--- src/rtl/dmeb_pkg.sv ---
// ----------------------------------------------------------------------------
// dmeb_pkg
// shared types and constants of the dual motor encoder balancer
// ----------------------------------------------------------------------------
`timescale 1ns / 1ps
`default_nettype none

package dmeb_pkg;

   // event kinds
   localparam logic [1:0] CMD_TICK   = 2'd0;
   localparam logic [1:0] CMD_LEFT   = 2'd1;
   localparam logic [1:0] CMD_RIGHT  = 2'd2;
   localparam logic [1:0] CMD_MOTION = 2'd3;

   // motion codes
   localparam logic [2:0] MOT_STOP     = 3'd0;
   localparam logic [2:0] MOT_FORWARD  = 3'd1;
   localparam logic [2:0] MOT_BACKWARD = 3'd2;
   localparam logic [2:0] MOT_ROT_R    = 3'd3;
   localparam logic [2:0] MOT_ROT_L    = 3'd4;

   // bridge pin patterns
   localparam logic [3:0] PINS_FORWARD  = 4'h5;
   localparam logic [3:0] PINS_BACKWARD = 4'hA;
   localparam logic [3:0] PINS_ROT_R    = 4'h6;
   localparam logic [3:0] PINS_ROT_L    = 4'h9;
   localparam logic [3:0] PINS_OFF      = 4'h0;

   localparam logic [31:0] BASE_RESET = 32'd26843546;   // 0.1 in q4.28
   localparam logic [27:0] INC_K      = 28'd175921860;  // 1e-5 * 2^44
   localparam logic [15:0] CNT_MAX    = 16'hFFFF;
   localparam logic [9:0]  SPEED_RESET = 10'd128;

   localparam int DIST_W    = 42;
   localparam int NUM_W     = 45;
   localparam int DIV_STEPS = NUM_W;

   typedef struct packed {
      logic [1:0]  cmd;
      logic [2:0]  motion;
      logic [31:0] amount;
   } req_type;

   typedef struct packed {
      logic [3:0]  direction_pins;
      logic [15:0] duty_left;
      logic [15:0] duty_right;
      logic        running;
      logic        cmd_ok;
      logic [15:0] count_left;
      logic [15:0] count_right;
   } rsp_type;

   // controller to datapath
   typedef struct packed {
      logic load;
      logic exec;
      logic mul;
      logic div_step;
      logic apply;
      logic duty_k;
      logic duty_l;
      logic duty_r;
      logic duty_s;
      logic out_load;
   } dp_cmd_type;

   // datapath to controller
   typedef struct packed {
      logic tick_moving;
   } dp_status_type;

   function automatic logic [3:0] pins_of(input logic [2:0] motion);
      logic [3:0] p;
      p = PINS_OFF;
      unique case (motion)
         MOT_FORWARD:  p = PINS_FORWARD;
         MOT_BACKWARD: p = PINS_BACKWARD;
         MOT_ROT_R:    p = PINS_ROT_R;
         MOT_ROT_L:    p = PINS_ROT_L;
         default:      p = PINS_OFF;
      endcase
      return p;
   endfunction

endpackage

`default_nettype wire

--- src/rtl/dmeb_ctrl.sv ---
// ----------------------------------------------------------------------------
// dmeb_ctrl
// sequencer for event handling, serial divide and duty products
// ----------------------------------------------------------------------------
`timescale 1ns / 1ps
`default_nettype none

module dmeb_ctrl (
   input  wire logic                    clock,
   input  wire logic                    reset,
   input  wire logic                    req_valid,
   output logic                         req_stall,
   output logic                         rsp_valid,
   input  wire logic                    rsp_stall,
   input  wire dmeb_pkg::dp_status_type status,
   output dmeb_pkg::dp_cmd_type         cmd
);

   typedef enum logic [3:0] {
      S_IDLE, S_EXEC, S_MUL, S_DIV, S_APPLY,
      S_DUTY_K, S_DUTY_L, S_DUTY_R, S_DUTY_S, S_FINISH
   } state_type;

   state_type  state_ff, state_in;
   logic [5:0] cnt_ff, cnt_in;
   logic       valid_ff, valid_in;
   logic       out_free;

   assign out_free  = !valid_ff || !rsp_stall;
   assign req_stall = (state_ff != S_IDLE);
   assign rsp_valid = valid_ff;

   always_comb begin
      cmd          = '0;
      cmd.load     = (state_ff == S_IDLE) && req_valid;
      cmd.exec     = (state_ff == S_EXEC);
      cmd.mul      = (state_ff == S_MUL);
      cmd.div_step = (state_ff == S_DIV);
      cmd.apply    = (state_ff == S_APPLY);
      cmd.duty_k   = (state_ff == S_DUTY_K);
      cmd.duty_l   = (state_ff == S_DUTY_L);
      cmd.duty_r   = (state_ff == S_DUTY_R);
      cmd.duty_s   = (state_ff == S_DUTY_S);
      cmd.out_load = (state_ff == S_FINISH) && out_free;
   end

   always_comb begin
      state_in = state_ff;
      cnt_in   = cnt_ff;
      valid_in = valid_ff && rsp_stall;
      unique case (state_ff)
         S_IDLE:   if (req_valid) state_in = S_EXEC;
         S_EXEC:   state_in = status.tick_moving ? S_MUL : S_DUTY_K;
         S_MUL: begin
            state_in = S_DIV;
            cnt_in   = '0;
         end
         S_DIV: begin
            cnt_in = cnt_ff + 6'd1;
            if (cnt_ff == 6'(dmeb_pkg::DIV_STEPS - 1)) state_in = S_APPLY;
         end
         S_APPLY:  state_in = S_DUTY_K;
         S_DUTY_K: state_in = S_DUTY_L;
         S_DUTY_L: state_in = S_DUTY_R;
         S_DUTY_R: state_in = S_DUTY_S;
         S_DUTY_S: state_in = S_FINISH;
         S_FINISH: if (out_free) begin
            state_in = S_IDLE;
            valid_in = 1'b1;
         end
         default:  state_in = S_IDLE;
      endcase
   end

   always_ff @(posedge clock) begin
      if (reset) begin
         state_ff <= S_IDLE;
         cnt_ff   <= '0;
         valid_ff <= 1'b0;
      end else begin
         state_ff <= state_in;
         cnt_ff   <= cnt_in;
         valid_ff <= valid_in;
      end
   end

endmodule

`default_nettype wire

--- src/rtl/dmeb_datapath.sv ---
// ----------------------------------------------------------------------------
// dmeb_datapath
// counters, budget, base duties, serial divider and duty multiplier
// ----------------------------------------------------------------------------
`timescale 1ns / 1ps
`default_nettype none

module dmeb_datapath #(
   parameter int PWM_PERIOD = 4096
) (
   input  wire logic                    clock,
   input  wire logic                    reset,
   input  wire dmeb_pkg::req_type       req_payload,
   input  wire logic                    csr_valid,
   input  wire logic [9:0]              csr_data,
   input  wire dmeb_pkg::dp_cmd_type    cmd,
   output dmeb_pkg::dp_status_type      status,
   output dmeb_pkg::rsp_type            rsp_payload
);

   localparam int NW = dmeb_pkg::NUM_W;
   localparam int DW = dmeb_pkg::DIST_W;

   dmeb_pkg::req_type item_ff;
   dmeb_pkg::rsp_type rsp_ff;
   logic [9:0]        speed_ff;
   logic [15:0]       lcnt_ff, rcnt_ff;
   logic signed [DW-1:0] dist_ff;
   logic [31:0]       base_l_ff, base_r_ff;
   logic              moving_ff, ok_ff;
   logic [3:0]        pins_ff;
   logic [NW-1:0]     num_ff;
   logic [15:0]       rem_ff, div_ff;
   logic              nudge_left_ff;
   logic [25:0]       k_ff;
   logic [57:0]       prod_ff;
   logic [15:0]       duty_l_ff;
   logic [15:0]       duty_r_ff;

   // divider step
   logic [16:0] trial;
   logic        qbit;
   logic [15:0] rem_in;
   // tick apply
   logic [28:0] inc;
   logic [32:0] nsum;
   logic [31:0] nbase;
   logic [16:0] cnt_sum;
   logic signed [DW-1:0] dist_in;
   logic        stop;
   logic [15:0] fast, slow;
   logic [16:0] fs_sum;
   logic [15:0] duty_sat;
   logic        motion_ok;
   logic [DW-1:0] amt_w;

   assign status.tick_moving = (item_ff.cmd == dmeb_pkg::CMD_TICK) && moving_ff;

   assign trial  = {rem_ff, num_ff[NW-1]};
   assign qbit   = (trial >= {1'b0, div_ff});
   assign rem_in = qbit ? 16'(trial - {1'b0, div_ff}) : trial[15:0];

   assign inc     = num_ff[NW-1:16];
   assign nsum    = {1'b0, (nudge_left_ff ? base_l_ff : base_r_ff)} + {4'd0, inc};
   assign nbase   = nsum[32] ? 32'hFFFF_FFFF : nsum[31:0];
   assign cnt_sum = {1'b0, lcnt_ff} + {1'b0, rcnt_ff};
   assign dist_in = dist_ff - $signed({{(DW-16){1'b0}}, cnt_sum[16:1]});
   assign stop    = dist_in[DW-1] || (dist_in == '0);

   assign fast   = (rcnt_ff > lcnt_ff) ? rcnt_ff : lcnt_ff;
   assign slow   = (rcnt_ff > lcnt_ff) ? lcnt_ff : rcnt_ff;
   assign fs_sum = {1'b0, fast} + {1'b0, slow};

   assign duty_sat  = (prod_ff[57:35] > 23'(dmeb_pkg::CNT_MAX)) ? dmeb_pkg::CNT_MAX
                                                                : prod_ff[50:35];
   assign motion_ok = (item_ff.motion >= dmeb_pkg::MOT_FORWARD)
                   && (item_ff.motion <= dmeb_pkg::MOT_ROT_L);
   assign amt_w     = {{(DW-32){1'b0}}, item_ff.amount};

   // control state
   always_ff @(posedge clock) begin
      if (reset) begin
         speed_ff  <= dmeb_pkg::SPEED_RESET;
         lcnt_ff   <= 16'd1;
         rcnt_ff   <= 16'd1;
         dist_ff   <= '0;
         base_l_ff <= dmeb_pkg::BASE_RESET;
         base_r_ff <= dmeb_pkg::BASE_RESET;
         moving_ff <= 1'b0;
         pins_ff   <= dmeb_pkg::PINS_OFF;
         ok_ff     <= 1'b1;
      end else begin
         if (csr_valid) speed_ff <= csr_data;
         if (cmd.exec) begin
            ok_ff <= 1'b1;
            unique case (item_ff.cmd)
               dmeb_pkg::CMD_TICK: if (!moving_ff) begin
                  lcnt_ff <= 16'd1;
                  rcnt_ff <= 16'd1;
               end
               dmeb_pkg::CMD_LEFT:
                  if (lcnt_ff != dmeb_pkg::CNT_MAX) lcnt_ff <= lcnt_ff + 16'd1;
               dmeb_pkg::CMD_RIGHT:
                  if (rcnt_ff != dmeb_pkg::CNT_MAX) rcnt_ff <= rcnt_ff + 16'd1;
               default: begin
                  lcnt_ff <= 16'd1;
                  rcnt_ff <= 16'd1;
                  if (motion_ok) begin
                     // straight moves x256, turns x30
                     dist_ff <= (item_ff.motion <= dmeb_pkg::MOT_BACKWARD)
                              ? $signed(amt_w << 8)
                              : $signed((amt_w << 5) - (amt_w << 1));
                     pins_ff   <= dmeb_pkg::pins_of(item_ff.motion);
                     moving_ff <= 1'b1;
                  end else begin
                     dist_ff   <= '0;
                     moving_ff <= 1'b0;
                     pins_ff   <= dmeb_pkg::PINS_OFF;
                     base_l_ff <= dmeb_pkg::BASE_RESET;
                     base_r_ff <= dmeb_pkg::BASE_RESET;
                     ok_ff     <= (item_ff.motion == dmeb_pkg::MOT_STOP);
                  end
               end
            endcase
         end
         if (cmd.apply) begin
            lcnt_ff <= 16'd1;
            rcnt_ff <= 16'd1;
            if (stop) begin
               dist_ff   <= '0;
               moving_ff <= 1'b0;
               pins_ff   <= dmeb_pkg::PINS_OFF;
               base_l_ff <= dmeb_pkg::BASE_RESET;
               base_r_ff <= dmeb_pkg::BASE_RESET;
            end else begin
               dist_ff   <= dist_in;
               base_l_ff <= nudge_left_ff ? nbase : dmeb_pkg::BASE_RESET;
               base_r_ff <= nudge_left_ff ? dmeb_pkg::BASE_RESET : nbase;
            end
         end
      end
   end

   // working registers
   always_ff @(posedge clock) begin
      if (cmd.load) item_ff <= req_payload;
      if (cmd.mul) begin
         num_ff        <= NW'(fs_sum * dmeb_pkg::INC_K);
         div_ff        <= (slow == '0) ? 16'd1 : slow;
         rem_ff        <= '0;
         nudge_left_ff <= (rcnt_ff > lcnt_ff);
      end
      if (cmd.div_step) begin
         num_ff <= {num_ff[NW-2:0], qbit};
         rem_ff <= rem_in;
      end
      if (cmd.duty_k) k_ff <= 26'(16'(PWM_PERIOD) * speed_ff);
      if (cmd.duty_l) prod_ff <= 58'(k_ff * base_l_ff);
      if (cmd.duty_r) begin
         duty_l_ff <= duty_sat;
         prod_ff   <= 58'(k_ff * base_r_ff);
      end
      if (cmd.duty_s) duty_r_ff <= duty_sat;
      if (cmd.out_load) begin
         rsp_ff.direction_pins <= pins_ff;
         rsp_ff.duty_left      <= moving_ff ? duty_l_ff : 16'(PWM_PERIOD);
         rsp_ff.duty_right     <= moving_ff ? duty_r_ff : 16'(PWM_PERIOD);
         rsp_ff.running        <= moving_ff;
         rsp_ff.cmd_ok         <= ok_ff;
         rsp_ff.count_left     <= lcnt_ff;
         rsp_ff.count_right    <= rcnt_ff;
      end
   end

   assign rsp_payload = rsp_ff;

endmodule

`default_nettype wire

--- src/rtl/dual_motor_encoder_balancer_top.sv ---
// ----------------------------------------------------------------------------
// dual_motor_encoder_balancer_top
// two-wheel drive controller with encoder balancing
// ----------------------------------------------------------------------------
// sequence: accept, event update, then for a tick while moving a product, a
// bit-serial divide and the base and budget update, then the duty products
// throughput: one item at a time, the next is taken once the result is registered,
// and a result waits in FINISH while the previous one is stalled at the output
// reset: synchronous; counters to 1, budget to 0, bases to 0.1, stopped,
// speed multiplier to 128
`timescale 1ns / 1ps
`default_nettype none

module dual_motor_encoder_balancer_top #(
   parameter int PWM_PERIOD = 4096
) (
   input  wire logic              clock,
   input  wire logic              reset,
   // item input
   input  wire logic              req_valid,
   output logic                   req_stall,
   input  wire dmeb_pkg::req_type req_payload,
   // result output
   output logic                   rsp_valid,
   input  wire logic              rsp_stall,
   output dmeb_pkg::rsp_type      rsp_payload,
   // speed multiplier register
   input  wire logic              csr_valid,
   output logic                   csr_ready,
   input  wire logic [9:0]        csr_data
);

   dmeb_pkg::dp_cmd_type    cmd;
   dmeb_pkg::dp_status_type status;

   // the user must send register writes only while idle; the block does not enforce it and is always ready
   assign csr_ready = 1'b1;

   // sequencer: accept, event update, optional divide, duty products, result
   dmeb_ctrl u_ctrl (
      .clock     (clock),
      .reset     (reset),
      .req_valid (req_valid),
      .req_stall (req_stall),
      .rsp_valid (rsp_valid),
      .rsp_stall (rsp_stall),
      .status    (status),
      .cmd       (cmd)
   );

   // all arithmetic and state of the drive
   dmeb_datapath #(
      .PWM_PERIOD (PWM_PERIOD)
   ) u_datapath (
      .clock       (clock),
      .reset       (reset),
      .req_payload (req_payload),
      .csr_valid   (csr_valid && csr_ready),
      .csr_data    (csr_data),
      .cmd         (cmd),
      .status      (status),
      .rsp_payload (rsp_payload)
   );

endmodule

`default_nettype wire

--- config.mk ---
export PLATFORM = sky130hd
export DESIGN_NAME = dual_motor_encoder_balancer_top
export DESIGN_NICKNAME = d
export VERILOG_FILES = /design/src/rtl/dmeb_pkg.sv /design/src/rtl/dmeb_ctrl.sv /design/src/rtl/dmeb_datapath.sv /design/src/rtl/dual_motor_encoder_balancer_top.sv
export SDC_FILE = /design/constraint.sdc
export NUM_CORES = 2
export LEC_CHECK = 0
export BUFFER_PORTS_ARGS = -buffer_cell sky130_fd_sc_hd__buf_2
export CAP_MARGIN = 30
export CORE_MARGIN = 8
export CORE_UTILIZATION = 47
export DETAILED_ROUTE_END_ITERATION = 7
export PLACE_DENSITY = 0.65
export SLEW_MARGIN = 10
export SYNTH_ARGS = -nofsm -noshare
export SYNTH_HDL_FRONTEND = slang
export SYNTH_SLANG_ARGS = --single-unit
--- constraint.sdc ---
create_clock -name clock -period 7.5 [get_ports clock]
set_clock_uncertainty 0.05 [all_clocks]
set_input_delay 0 -clock clock [delete_from_list [all_inputs] [get_ports clock]]
set_output_delay 0 -clock clock [all_outputs]
set_load 0.02 [all_outputs]
# Yosys cells after proc, flatten, opt, wreduce, memory -nomap -nowiden
# Index checks and enable logic that the tools add are counted.
# op_classes
n_addsub	9
multipliers	3
n_div	0
n_lt_le_gt_ge	6
eq_ne	26
n_shift	0
n_mux	53
bitwise	2
reduce_logical	25
# op_table
operator	n
$mux 32	11
$mux 42	6
$mux 16	9
$mux 58	2
$pmux 16 s3	2
$mux 45	2
$mul 10x32->42	2
$mul 17x26->43 const B	1
$logic_not 42->1	1
$sub 42x17->42	1
$pmux 4 s10	1
$sub 37x33->38	1
$add 16x16->17	2
$add 32x29->33	1
$add 16x1->16 const B	2
$mux 4	8
$ne 16x16->1 const B	2
$gt 23x16->1 const B	1
$ge 17x16->1	1
$eq 4x3->1 const B	4
$gt 16x16->1	1
$logic_not 16->1	1
$pmux 4 s4	1
$sub 16x16->16	1
32 further kinds	60
# word_totals
reg_bits	438
latch_bits	0
mem_bits_rw	0
rom_bits	0
inputBits	52
output_inout_bits	73
wordCells	154
mem_count	0

# Logic depth before layout (Yosys ltp)
# logic_depth
word_depth	7
depth_mapped	37
ltp_nobuf	37

# Modules after synthesis
# A second synthesis with hierarchy kept.
# hier_totals
cells_unflattened	5183
hier_area_um2	48684.2
# modules_own_cells
mod	n_inst	cells_per_inst	area_each_um2	seq_area_each_um2
dmeb_datapath	1	5091	47983.5	10470.0
dmeb_ctrl	1	90	689.4	220.2
dual_motor_encoder_balancer_top	1	2	11.3	0.0

# Least setup slack after synthesis
# OpenSTA, ideal clock, no wires.
# synth_timing
path_kind	register to register
startpoint	register u_datapath.lcnt_ff[6]
endpoint	register u_datapath.num_ff[44], data pin
arrival_time_ps	7616
t_required_ps	7176
slack_ps	-440
stages_incl_launch_ff	33
path_buffers	0
period_less_slack_ps	7940
path_cell_list	dfxtp_1 -> inv_1 -> ha_1 -> inv_1 -> a21oi_1 -> o21ai_0 -> a21o_1 -> nor3_1 -> a21oi_1 -> a311o_1 -> xnor2_1 -> ha_1 -> xnor2_1 -> inv_1 -> ha_1 -> a31o_2 -> fa_1 -> inv_1 -> fa_1 -> inv_1 -> fa_1 -> fa_1 -> ha_1 -> and4_1 -> and4_1 -> nand2_1 -> o211ai_1 -> o211ai_1 -> a21oi_1 -> a21oi_1 -> a2111oi_0 -> or3_1 -> a31oi_1
# synth_between
elab_chain_len	6
elab_cells_between_ends	7
classes_between	add/sub (1); mul (1); order compare (1); mux (4)
# synth_lines
item	line_no	source
start, declared	dmeb_datapath.sv:27	logic [15:0] lcnt_ff, rcnt_ff;
start signal, assigned	dmeb_datapath.sv:102	if (lcnt_ff != dmeb_pkg::CNT_MAX) lcnt_ff <= lcnt_ff + 16'd1;
$gt 16x16->1	dmeb_datapath.sv:70, dmeb_datapath.sv:71	
$mux 16, on equally long branches	dmeb_datapath.sv:70, dmeb_datapath.sv:71	
$add 16x16->17 (*)	dmeb_datapath.sv:72	assign fs_sum = {1'b0, fast} + {1'b0, slow};
$mul 17x26->43 (*)	dmeb_datapath.sv:148	num_ff <= NW'(fs_sum * dmeb_pkg::INC_K);
$mux 45 (*)	dmeb_datapath.sv:147	if (cmd.mul) begin
$mux 45 (*)	dmeb_datapath.sv:153	if (cmd.div_step) begin
end signal, assigned	dmeb_datapath.sv:148	
end signal, assigned	dmeb_datapath.sv:154	num_ff <= {num_ff[NW-2:0], qbit};
end, declared	dmeb_datapath.sv:32	logic [NW-1:0] num_ff;
# Every way passes the cells marked *; elsewhere a longest branch is shown, timed or not. The select of a mux whose other input is x is not followed.
# A chain may end at the register's enable or synchronous reset.

# Worst setup path in the final report
# layout_timing
startpoint	register u_datapath.lcnt_ff[0]
endpoint	register u_datapath.num_ff[37], data pin
# Same word-level chain as after synthesis.

==> flow_metrics.py <==
metrics = {
    "drt": {
        "ant_nets": 0,
        "routed_wl_um": 134000,
        "vias": 38900,
        "drc": 0,
        "wire_per_inst_um": 18.8,
        "drt_first_pass_iters": 6,
        "viasPerCell": 5.48,
        "drt_iter0_drc": 2575,
    },
    "yosys": {
        "synth_top_cell_area_share": 0.253,
        "netlist_area_um2": 48900,
        "synth.distinct_cells": 96,
        "synth_nets": 6449,
        "synth_top_cell_by_area": "fa_1",
        "yosysSeqAreaShare": 0.218,
        "synth_common_cells": "790 x inv_1, 618 x fa_1, 607 x nand2_1",
        "ys_top_cells_by_area": "fa_1 25%, edfxtp_1 15%, ha_1 12%",
        "async_flop_share": 0,
        "yosysMostFrequentCell": "inv_1",
        "avgSynthCellArea_um2": 9.20,
        "synth_flop_cell": "edfxtp_1",
        "synth_edf_count": 246,
        "synth_seq_cells": 411,
        "ys.warnings.count": 0,
        "synth_cells": 5320,
    },
    "worst_setup_path": {
        "r2r-end": "u_datapath.num_ff[37]",
        "slowest_stage": "or4b_4",
        "startpoint_type": "flip-flop",
        "timing.rr.start": "u_datapath.lcnt_ff[0]",
        "cp-startpoint": "u_datapath.lcnt_ff[0]",
        "crit_required_ps": 7940,
        "critPathKind": "flip-flop to flip-flop",
        "critPathMaxStageDelay_ps": 540,
        "rr_worst_depth": 35,
        "cp-end-kind": "flip-flop",
        "arrival_ps": 8230,
        "crit_end": "u_datapath.num_ff[37]",
        "r2r_slack_ps": -290,
        "critPathMaxFanout": 4,
    },
    "global_route": {
        "antenna_found_initial": 0,
        "overflow": 0,
        "grtUsageTotal": 0.230,
        "grt_pass1_vias": 40000,
        "grt_max_degree": 72,
        "grt_pass1_wl_um": 216000,
    },
    "hold_path": {
        "hold_path.class": "input pin to flip-flop",
    },
    "sta": {
        "max_freq_mhz": 128,
        "slew_viol_final": 0,
        "slew-limit-headroom": 0.306,
        "rsz0062_at_grt": "true",
        "worstMarginPinSlew_ps": 1030,
        "whs_ps": 35.5,
        "min_period_ps": 7790,
        "hold_viol": 0,
        "post-route-period-util": 1.04,
        "setup_viol": 13,
        "worst_slack_ps": -293,
    },
    "floorplan": {
        "die_h_um": 339,
        "placementRows": 118,
        "initial_core_util": 0.473,
        "die_x_um": 339,
        "pin_count": 125,
        "dieArea_um2": 115000,
        "core_region_area_um2": 103000,
    },
    "clocking": {
        "clk_pin_slew_worst_paths_ps": 60,
        "clock_path_buffers": 3,
        "cts_sinks": 411,
        "clk_latency_ps": 630,
        "htreeDepth": 2,
        "cts_tree": "done",
        "root_buffer": "clkbuf_16",
        "numCtsBuffers": 49,
    },
    "layout": {
        "finalNonFillerCells": 7104,
        "syn_to_final_growth_pct": 14.5,
        "finalNetCount": 6811,
        "drive_above_1_share": 0.128,
    },
    "run_status": {
        "violations": "setup timing",
        "run_status": "finished with violations",
    },
    "placed_design": {
        "dp_hpwl_um": 106000,
        "io_buffers": 123,
        "place.gp.congestion": 0.949,
        "dp_cells": 6908,
    },
    "flow_run": {
        "max_cap_viol_count": 0,
    },
    "pwr": {
        "leakage_uw": 0.0262,
        "powerDensity_nw_per_um2": 245,
        "peakVddDrop_uv": 242,
    },
}
[worst min path at each step]
stage	slack [ps]	startpoint	cells past startpoint	to
after floorplan	50	req_payload[0]	0	u_datapath.amt_w[0]
after global placement	130	req_payload[8]	1	u_datapath.amt_w[8]
after detailed placement	130	req_payload[5]	1	u_datapath.amt_w[5]
after CTS	0.6	req_payload[23]	2	u_datapath.amt_w[23]
after global routing	20	req_payload[17]	2	u_datapath.amt_w[17]
final	40	req_payload[17]	2	u_datapath.amt_w[17]
[flip-flops by register name, indices dropped and copies added, names as in the netlist, 4 cells and up]
signal and flops:
u_datapath.item_ff 5, u_datapath.prod_ff 19, u_datapath.pins_ff 4, u_datapath.speed_ff 10, u_datapath.rem_ff 16, u_ctrl.cnt_ff 6
u_datapath.num_ff 45, u_datapath.div_ff 16, u_datapath.base_l_ff 32, u_datapath.duty_r_ff 16, u_ctrl.state_ff 4, u_datapath.amt_w 32
u_datapath.lcnt_ff 16, u_datapath.rcnt_ff 16, u_datapath.duty_l_ff 16, u_datapath.dist_ff 42, u_datapath.rsp_payload 70, u_datapath.base_r_ff 32
u_datapath.k_ff 10
[layout make-up]
| cell class | count | area [um^2] |
|---|---|---|
| sequential | 411 | 10700 |
| inverter | 791 | 2970 |
| clock inverter | 29 | 280 |
| fill | 9485 | 47300 |
| multi-input combinational | 3872 | 34900 |
| antenna | 1 | 2.50 |
| tap | 1380 | 1730 |
| timing repair buffer | 557 | 4180 |
| clock buffer | 63 | 1340 |
[placed cells by master (no fill, tap or decap), types with 36 or more instances in the layout]
cell,instances
clkbuf_16,50
and2_1,299
nand2b_1,47
nand2_1,605
a31oi_1,36
nor2_1,304
inv_1,789
a21oi_1,251
dfxtp_1,160
buf_4,341
nand3_1,70
o21ai_0,163
ha_1,447
buf_2,122
fa_1,615
xor2_1,79
edfxtp_1,246
nand4_1,36
xnor2_1,119
a21o_1,71
nor3_1,84
dlygate4sd3_1,77
[where the power goes]
part | internal (uW) | total, uW | switching, uW
registers | 2650 | 2850 | 204
logic | 3600 | 8490 | 4890
clock network | 1400 | 2400 | 998
total | 7650 | 13700 | 6090
[stage by stage]
step                      instance area, um^2  utilization  setup slack, ps  TNS, ps  total power [uW]
after CTS                               55700        0.539             -357    -3130             13800
after floorplan                         49100            -            -49.7    -49.7              8850
after global placement                  53100        0.514             -459    -3200             11100
after global routing                    56000        0.542             -638    -9290             15000
after detailed placement                53100        0.514             -526    -4580             11200
final                                   56100        0.542             -293    -2890             13700
[what timing repair did]
item / in CTS / in global routing
setup endpoints to repair: 17 / 32
buffers inserted: 13 / 14
resized for setup: 46 / 41
hold buffers: 77 / 0
pin swaps: 61 / 29
endpoints found under the hold margin: 92 / 0
[cell families (layout without fill, tap and decap cells)]
| group | Yosys count | in the layout | synth area share |
|---|---|---|---|
| AOI/OAI and AO/OA | 880 | 880 | 0.117 |
| xor gates and xnor gates | 207 | 207 | 0.0371 |
| adders and majority gates | 1077 | 1077 | 0.370 |
| buffers and inverters | 1037 | 1440 | 0.0805 |
| DFF | 411 | 411 | 0.218 |
| muxes | 61 | 61 | 0.0133 |
| other | 1 | 2 | 0.0000766 |
| and+or+nand+nor | 1646 | 1646 | 0.163 |
[worst max-delay path, delay by kind of cell, from the launching register on]
kind | cells | cell delay [ps]
compound gates | 13 | 1940
xor+xnor | 1 | 120
fa+ha+maj | 9 | 3270
buf+inv | 4 | 250
flops | 1 | 350
simple gates | 8 | 1640
[per-layer routing]
metal	global-route usage	vias to the layer above	share of wire
li1	-	18300	-
met4	0.0708	0	0.032
met5	0	-	0
met1	0.306	19300	0.44
met2	0.391	1100	0.48
met3	0.0279	203	0.054
No activity file was read; power rests on OpenSTA's default activity.
